==> config.mk <==
export PLATFORM = sky130hd
export DESIGN_NAME = wildcard_pattern_match_top
export DESIGN_NICKNAME = d
export VERILOG_FILES = /design/src/rtl/core/wpm_pkg.sv /design/src/rtl/core/wpm_cell.sv /design/src/rtl/core/wildcard_pattern_match_top.sv
export SDC_FILE = /design/constraint.sdc
export NUM_CORES = 1
export LEC_CHECK = 0
export BUFFER_PORTS_ARGS = -buffer_cell sky130_fd_sc_hd__buf_2
export CORE_ASPECT_RATIO = 1.75
export CORE_MARGIN = 2
export CORE_UTILIZATION = 35
export DETAILED_ROUTE_END_ITERATION = 10
export GPL_ROUTABILITY_DRIVEN = 0
export PLACE_DENSITY_LB_ADDON = 0.15
export SYNTH_ARGS = -nofsm -noshare
export SYNTH_HDL_FRONTEND = slang
export SYNTH_HIERARCHICAL = 1
export SYNTH_SLANG_ARGS = --single-unit
==> constraint.sdc <==
create_clock -name clock -period 26.9 [get_ports clock]
set_input_delay 5.38 -clock clock [delete_from_list [all_inputs] [get_ports clock]]
set_output_delay 5.38 -clock clock [all_outputs]
set_load 0.05 [all_outputs]
==> src/rtl/core/wpm_pkg.sv <==
// Shared constants and types for the wildcard pattern matcher.
// Used by wpm_cell and wildcard_pattern_match_top; depends on nothing.
package wpm_pkg;

   // Pattern geometry
   localparam int PATTERN_MAX   = 32;
   localparam int CHAR_W        = 8;
   localparam int LEN_W         = 6;
   localparam int POS_W         = $clog2(PATTERN_MAX + 1);
   localparam int BYTES_PER_REG = 8;
   localparam int NUM_PAT_REGS  = 4;
   localparam int REG_BYTES     = BYTES_PER_REG * NUM_PAT_REGS;

   // Configuration port
   localparam int CSR_DATA_W = 64;
   localparam int CSR_IDX_W  = 3;

   localparam logic [CSR_IDX_W-1:0] REG_PATTERN_LENGTH  = 3'd0;
   localparam logic [CSR_IDX_W-1:0] REG_PATTERN_BYTES_A = 3'd1;

   // Wildcard characters
   localparam logic [CHAR_W-1:0] ANY_ONE = 8'h3F;  // '?'
   localparam logic [CHAR_W-1:0] ANY_RUN = 8'h2A;  // '*'

   // Signals handed from one cell to the next
   typedef struct packed {
      logic step;   // position advanced by one character
      logic init;   // start vector, closed over leading stars
      logic close;  // star closure ripple
   } link_type;

endpackage

==> src/rtl/core/wpm_cell.sv <==
// One pattern position of the matcher: holds one active bit and
// compares its pattern byte. Depends on wpm_pkg.
module wpm_cell (
   input  logic                         clock,
   input  logic                         reset,
   input  logic [wpm_pkg::CHAR_W-1:0]   pat_char,
   input  logic [wpm_pkg::CHAR_W-1:0]   char_code,
   input  logic                         in_use,
   input  logic                         inside_word,
   input  logic                         load,
   input  logic                         clear,
   input  wpm_pkg::link_type            link_in,
   output wpm_pkg::link_type            link_out,
   output logic                         next_bit,
   output logic                         init_bit,
   output logic                         active
);

   logic active_ff;
   logic active_in;
   logic is_star;
   logic is_hit;
   logic cur;
   logic keep;
   logic next_raw;
   logic next_closed;

   // Pattern byte classification
   assign is_star = (pat_char == wpm_pkg::ANY_RUN);
   assign is_hit  = (pat_char == wpm_pkg::ANY_ONE) || (pat_char == char_code);

   // Current bit: stored state inside a word, else the start vector
   assign cur = inside_word ? active_ff : link_in.init;

   // Advance by one character, then close over stars
   assign keep        = cur & in_use & is_star;
   assign next_raw    = keep | link_in.step;
   assign next_closed = next_raw | link_in.close;

   assign link_out.init  = link_in.init & in_use & is_star;
   assign link_out.step  = cur & in_use & ~is_star & is_hit;
   assign link_out.close = next_closed & in_use & is_star;

   assign next_bit = next_closed;
   assign init_bit = link_in.init;
   assign active   = active_ff;

   // State update
   always_comb begin
      active_in = active_ff;
      if (clear) begin
         active_in = 1'b0;
      end else if (load) begin
         active_in = next_closed;
      end
   end

   always_ff @(posedge clock) begin
      if (reset) begin
         active_ff <= 1'b0;
      end else begin
         active_ff <= active_in;
      end
   end

endmodule

==> src/rtl/core/wildcard_pattern_match_top.sv <==
// Top level of the wildcard pattern matcher: configuration registers,
// the row of wpm_cell positions and the result register. Depends on wpm_pkg.
//
//  channel | ports                                        | direction
//  --------+----------------------------------------------+----------
//  request | req_valid/req_ready, char_code, last, empty   | in
//  result  | rsp_valid/rsp_ready, rsp_matched             | out
//  config  | csr_we, csr_index, csr_wdata                 | in
//
// One request per cycle; a word's result appears the cycle after its last
// request. The advance and star closure ripple through the cell row combinationally.
// Synchronous active-high reset clears the pattern, the active bits and valid.
// Requests that end a word wait only while a result is held and not taken.
module wildcard_pattern_match_top (
   input  logic                              clock,
   input  logic                              reset,
   input  logic                              req_valid,
   output logic                              req_ready,
   input  logic [wpm_pkg::CHAR_W-1:0]        req_char_code,
   input  logic                              req_last_char,
   input  logic                              req_empty_word,
   output logic                              rsp_valid,
   input  logic                              rsp_ready,
   output logic                              rsp_matched,
   input  logic                              csr_we,
   input  logic [wpm_pkg::CSR_IDX_W-1:0]     csr_index,
   input  logic [wpm_pkg::CSR_DATA_W-1:0]    csr_wdata
);

   localparam int PMAX = wpm_pkg::PATTERN_MAX;

   logic [wpm_pkg::LEN_W-1:0]  pattern_length_ff;
   logic [wpm_pkg::CHAR_W-1:0] pat_ff [PMAX];
   logic                       inside_word_ff;
   logic                       inside_word_in;
   logic                       rsp_valid_ff;
   logic                       rsp_valid_in;
   logic                       rsp_matched_ff;
   logic                       rsp_matched_in;

   logic [wpm_pkg::POS_W-1:0]  len_eff;
   logic [PMAX-1:0]            in_use;
   wpm_pkg::link_type          link [PMAX+1];
   logic [PMAX:0]              next_vec;
   logic [PMAX:0]              init_vec;
   logic [PMAX-1:0]            active_vec;
   logic                       req_fire;
   logic                       word_end;
   logic                       load;
   logic                       clear;
   logic                       result;

   // Effective pattern length, clamped to the cell count
   assign len_eff = (pattern_length_ff > wpm_pkg::LEN_W'(PMAX)) ?
                    wpm_pkg::POS_W'(PMAX) : wpm_pkg::POS_W'(pattern_length_ff);

   // Handshake and control
   assign word_end  = req_last_char | req_empty_word;
   assign req_ready = rsp_ready | ~rsp_valid_ff | ~word_end;
   assign req_fire  = req_valid & req_ready;
   assign load      = req_fire & ~word_end;
   assign clear     = req_fire & word_end;

   // Pattern length register
   always_ff @(posedge clock) begin
      if (reset) begin
         pattern_length_ff <= '0;
      end else if (csr_we && csr_index == wpm_pkg::REG_PATTERN_LENGTH) begin
         pattern_length_ff <= csr_wdata[wpm_pkg::LEN_W-1:0];
      end
   end

   // Cell row seed: start at prefix zero, nothing advancing or closing
   assign link[0].step  = 1'b0;
   assign link[0].init  = 1'b1;
   assign link[0].close = 1'b0;

   genvar gi;
   generate
      for (gi = 0; gi < PMAX; gi++) begin : g_pos
         // Pattern byte: written through its byte lane, or fixed at zero
         if (gi < wpm_pkg::REG_BYTES) begin : g_byte
            localparam logic [wpm_pkg::CSR_IDX_W-1:0] RegIdx =
               wpm_pkg::REG_PATTERN_BYTES_A +
               wpm_pkg::CSR_IDX_W'(gi / wpm_pkg::BYTES_PER_REG);
            localparam int Lane = gi % wpm_pkg::BYTES_PER_REG;
            always_ff @(posedge clock) begin
               if (reset) begin
                  pat_ff[gi] <= '0;
               end else if (csr_we && csr_index == RegIdx) begin
                  pat_ff[gi] <= csr_wdata[Lane*wpm_pkg::CHAR_W +: wpm_pkg::CHAR_W];
               end
            end
         end else begin : g_zero
            assign pat_ff[gi] = '0;
         end

         assign in_use[gi] = wpm_pkg::POS_W'(gi) < len_eff;

         wpm_cell u_cell (
            .clock       (clock),
            .reset       (reset),
            .pat_char    (pat_ff[gi]),
            .char_code   (req_char_code),
            .in_use      (in_use[gi]),
            .inside_word (inside_word_ff),
            .load        (load),
            .clear       (clear),
            .link_in     (link[gi]),
            .link_out    (link[gi+1]),
            .next_bit    (next_vec[gi]),
            .init_bit    (init_vec[gi]),
            .active      (active_vec[gi])
         );
      end
   endgenerate

   // Position past the last cell
   assign next_vec[PMAX] = link[PMAX].step | link[PMAX].close;
   assign init_vec[PMAX] = link[PMAX].init;

   // Word match: is the full pattern length reached
   assign result = req_empty_word ? init_vec[len_eff] : next_vec[len_eff];

   // Word tracking and result register
   always_comb begin
      inside_word_in = inside_word_ff;
      rsp_valid_in   = rsp_valid_ff;
      rsp_matched_in = rsp_matched_ff;
      if (rsp_ready) begin
         rsp_valid_in = 1'b0;
      end
      if (clear) begin
         inside_word_in = 1'b0;
         rsp_valid_in   = 1'b1;
         rsp_matched_in = result;
      end else if (load) begin
         inside_word_in = 1'b1;
      end
   end

   always_ff @(posedge clock) begin
      if (reset) begin
         inside_word_ff <= 1'b0;
         rsp_valid_ff   <= 1'b0;
      end else begin
         inside_word_ff <= inside_word_in;
         rsp_valid_ff   <= rsp_valid_in;
      end
      rsp_matched_ff <= rsp_matched_in;
   end

   assign rsp_valid   = rsp_valid_ff;
   assign rsp_matched = rsp_matched_ff;

`ifndef ASSERT_OFF
   // A word-ending request always produces a result next cycle
   a_end_gives_rsp : assert property (@(posedge clock) disable iff (reset)
      (req_valid && req_ready && (req_last_char || req_empty_word)) |=> rsp_valid)
      else $error("word end did not produce a result");

   // Word-ending request leaves the block outside a word
   a_end_clears_word : assert property (@(posedge clock) disable iff (reset)
      (req_valid && req_ready && (req_last_char || req_empty_word)) |=> !inside_word_ff)
      else $error("word still open after its end");

   // A middle character opens or continues a word
   a_mid_sets_word : assert property (@(posedge clock) disable iff (reset)
      (req_valid && req_ready && !req_last_char && !req_empty_word) |=> inside_word_ff)
      else $error("word not tracked after a middle character");

   // Outside a word no position is active
   a_idle_no_active : assert property (@(posedge clock) disable iff (reset)
      !inside_word_ff |-> (active_vec == '0))
      else $error("active positions left outside a word");

   // Input stalls only behind an untaken result
   a_ready_reason : assert property (@(posedge clock) disable iff (reset)
      !req_ready |-> (rsp_valid && !rsp_ready))
      else $error("request stalled without a held result");
`endif

endmodule
==> results by group <==
Run status
  • Status: complete, no violations

Critical path
  • Crit start category: input port
  • Worst-path fanout max: 19
  • FF-to-FF setup slack: 6490 ps
  • Worst path arrival time: 23990 ps
  • Slowest-stage cell, CP: a311oi_1
  • WS Path Type: input port to register
  • CP top delay family: compound AO/OA/AOI/OAI gates
  • CP Capture Type: register
  • CP bufs+invs: 3
  • WP data required: 27220 ps
  • Slowest stage delay, CP: 470 ps

Route
  • Avg WL per Cell: 22.9 µm
  • Routed Antenna Nets: 0
  • DRT Pass-1 Iters: 5
  • Overall routed net length: 56400 µm
  • Via count: 13103
  • Drt drc: 0
  • Vias per cell: 5.31
  • 1st-iter DRT viols: 700

Yosys
  • FF+latch count, synth: 297
  • Seq/Total Area, Yosys: 46.9%
  • Synth Instances: 1694
  • Syn_area_per_cell: 10.7 µm²
  • Post-synth EDFFs: 257
  • Ys async rst share: 0%
  • Syn Std Cell Area: 18200 µm²
  • Synth Warn #: 6
  • Top FF cell, synth: edfxtp_1
  • Cell variety after synth: 51

STA
  • Skew final: 21.6 ps
  • Final Hold Slack: 541 ps
  • Final Cycle Share: 88.0%
  • Fmax: 42.2 MHz
  • Setup TNS: 0 ps
  • Setup ws final: 3230 ps
  • Final Critical Period: 23670 ps
  • Slew HR: 14.6%
  • Final setup violation count: 0
  • Slew Viols, Final: 0
  • Slew @ Worst Pin: 1280 ps
  • RSZ-0062 raised after global routing: no
  • Hold Vio Cnt, Final: 0

Floorplan
  • FP Rows: 110
  • Top Ports: 85
  • Die X: 176 µm
  • Initial core utilization: 35.4%
  • Core area: 51300 µm²
  • Die Ht: 305 µm
  • Die ar.: 53800 µm²

Global route
  • Met2 Track Usage GR: 41.2%
  • Initial antenna violation count: 0
  • GR peak layer: met2
  • Total GRT Usage: 20.9%
  • Grt total ovfl: 0
  • Largest net degree at the start of global routing: 66
  • Vias in the first global route: 13762
  • M1 GR Usage: 22.8%
  • M3 GR Usage: 1.82%
  • First-pass GRT wire length: 84900 µm

Finish
  • Post-synthesis to final-layout area growth: 11.8%
  • Final Core Density: 39.6%
  • Design area: 20300 µm²
  • Final net count: 1853
  • Antenna diodes: 0
  • Layout cell share with drive strength beyond 1: 17.8%
  • Final Non-Filler Cells: 2467

Clock tree
  • Worst-Skew Late Latency: 590 ps
  • Clock buffer count from CTS: 30
  • CTS tree: built
  • Cts-stage hold buffer count: 0
  • Clock Tree Root: clkbuf_16
  • Clk buf depth: 3
  • Clock Sinks: 297
  • # H-tree levels: 1
  • Post-CTS setup buffer count: 0
  • Clk slew on worst S/H paths: 60 ps
  • CTS resizes: 0

Pwr
  • Lkg Pwr: 6.95 nW
  • Power per standard cell area: 54.4 nW/µm²
  • Post-layout power: 1.10 mW
  • Worst IR Drop VDD: 0.0538 mV

Placed design
  • Hpwl dp: 40100 µm
  • Dpl ws: 2930 ps
  • Placed Cells: 2411
  • Port-buffer cells: 84
  • DP Area: 19300 µm²

Run
  • MaxCap Viol Count: 0

Worst hold path
  • HP Class: register to register
worst reg2reg max path, delay by kind of cell (launching register included):
| family | cells | cell delay, ps |
|---|---|---|
| flops | 1 | 500 |
| buf+inv | 2 | 390 |
| mux | 1 | 160 |
| compound gates | 36 | 14400 |
| simple gates | 34 | 4690 |
layout by cell type, fill, tap and decap left out, types with 8 or more instances in the layout:
| cell | instances |
|---|---|
| mux2i_1 | 24 |
| a2111oi_2 | 32 |
| buf_2 | 84 |
| a21oi_1 | 12 |
| nor2_1 | 178 |
| and3_1 | 32 |
| inv_1 | 37 |
| and2_1 | 258 |
| mux2_2 | 37 |
| xnor2_1 | 256 |
| o21ai_0 | 45 |
| nand2b_1 | 8 |
| buf_4 | 35 |
| nor2_2 | 32 |
| a22oi_1 | 33 |
| clkbuf_16 | 31 |
| dfxtp_1 | 40 |
| edfxtp_1 | 257 |
| nand4_1 | 96 |
| nand2_1 | 87 |
| and4bb_1 | 32 |
| nand3_2 | 32 |
| a311oi_1 | 32 |
area by class of cell:
| class | instances | area [µm²] |
|---|---|---|
| Sequential cell | 297 | 8520 |
| Tap cell | 672 | 841 |
| Multi-Input combinational cell | 1286 | 9150 |
| Clock inverter | 16 | 141 |
| Inverter | 37 | 139 |
| Timing Repair Buffer | 119 | 683 |
| Clock buffer | 40 | 830 |
| Fill cell | 5038 | 31000 |
per-layer routing:
layer / part of all wire, % / up-vias
li1: - / 6221
met1: 38 / 6512
met2: 56 / 276
met3: 2.9 / 94
met4: 3.4 / 0
met5: 0 / -
kinds of logic after synthesis:
| group | after synthesis | share of synthesized area (%) |
|---|---|---|
| AOI/OAI and AO/OA | 181 | 8.35 |
| xor gates and xnor gates | 256 | 12.4 |
| buffers and inverters | 114 | 3.16 |
| DFF | 297 | 46.9 |
| muxes | 65 | 4.11 |
| other | 2 | 0.0414 |
| and+or+nand+nor | 779 | 25.1 |
power breakdown:
part           switching [mW]  internal, mW  leakage, nW  total [mW]
clock                   0.189         0.236        0.468       0.424
combinational          0.0735        0.0496         3.68       0.123
sequential             0.0259         0.531         2.81       0.557
total                   0.288         0.816         6.95        1.10
synth_stat cells (all sizes together) (2+ instances only):
master	n	area, µm²
nand4	96	601
a311oi	32	280
nand3	36	340
mux2i	24	240
a21oi	12	60.1
nor3b	2	15.0
o32a	2	20.0
buf	39	293
a22oi	33	248
nand2	87	327
mux4	4	90.1
mux2	37	417
o22a	3	26.3
inv	37	139
a2111oi	32	480
nor3	5	45.0
and4bb	32	400
nor2b	4	25.0
o21ai	45	225
edfxtp	257	7720
xnor2	256	2240
o21bai	5	37.5
o2111ai	3	26.3
nand2b	10	70.1
conb	2	7.51
and3	32	200
clkbuf	38	143
a21o	4	30.0
and2	258	1610
a31o	3	26.3
dfxtp	40	801
nor2	212	876
state kept, by name (all words and copies together) (netlist names):
| name | count |
|---|---|
| pat_ff | 256 |
| g_pos.u_cell/active | 32 |
| rsp_valid | 1 |
| inside_word_ff | 1 |
| rsp_matched | 1 |
| pattern_length_ff | 6 |
final timing paths:
kind,depth (start not counted),start,endpoint
setup / recovery,74,req_char_code[0],rsp_matched$_DFFE_PP_
hold / removal,2,g_pos[21].u_cell/active$_SDFFE_PP0P_,g_pos[21].u_cell/active$_SDFFE_PP0P_
setup reg to reg,73,pattern_length_ff[5]$_SDFFE_PP0P_,rsp_matched$_DFFE_PP_
hold reg to reg,2,g_pos[21].u_cell/active$_SDFFE_PP0P_,g_pos[21].u_cell/active$_SDFFE_PP0P_
Note: power is estimated with default switching activity, not from simulation.
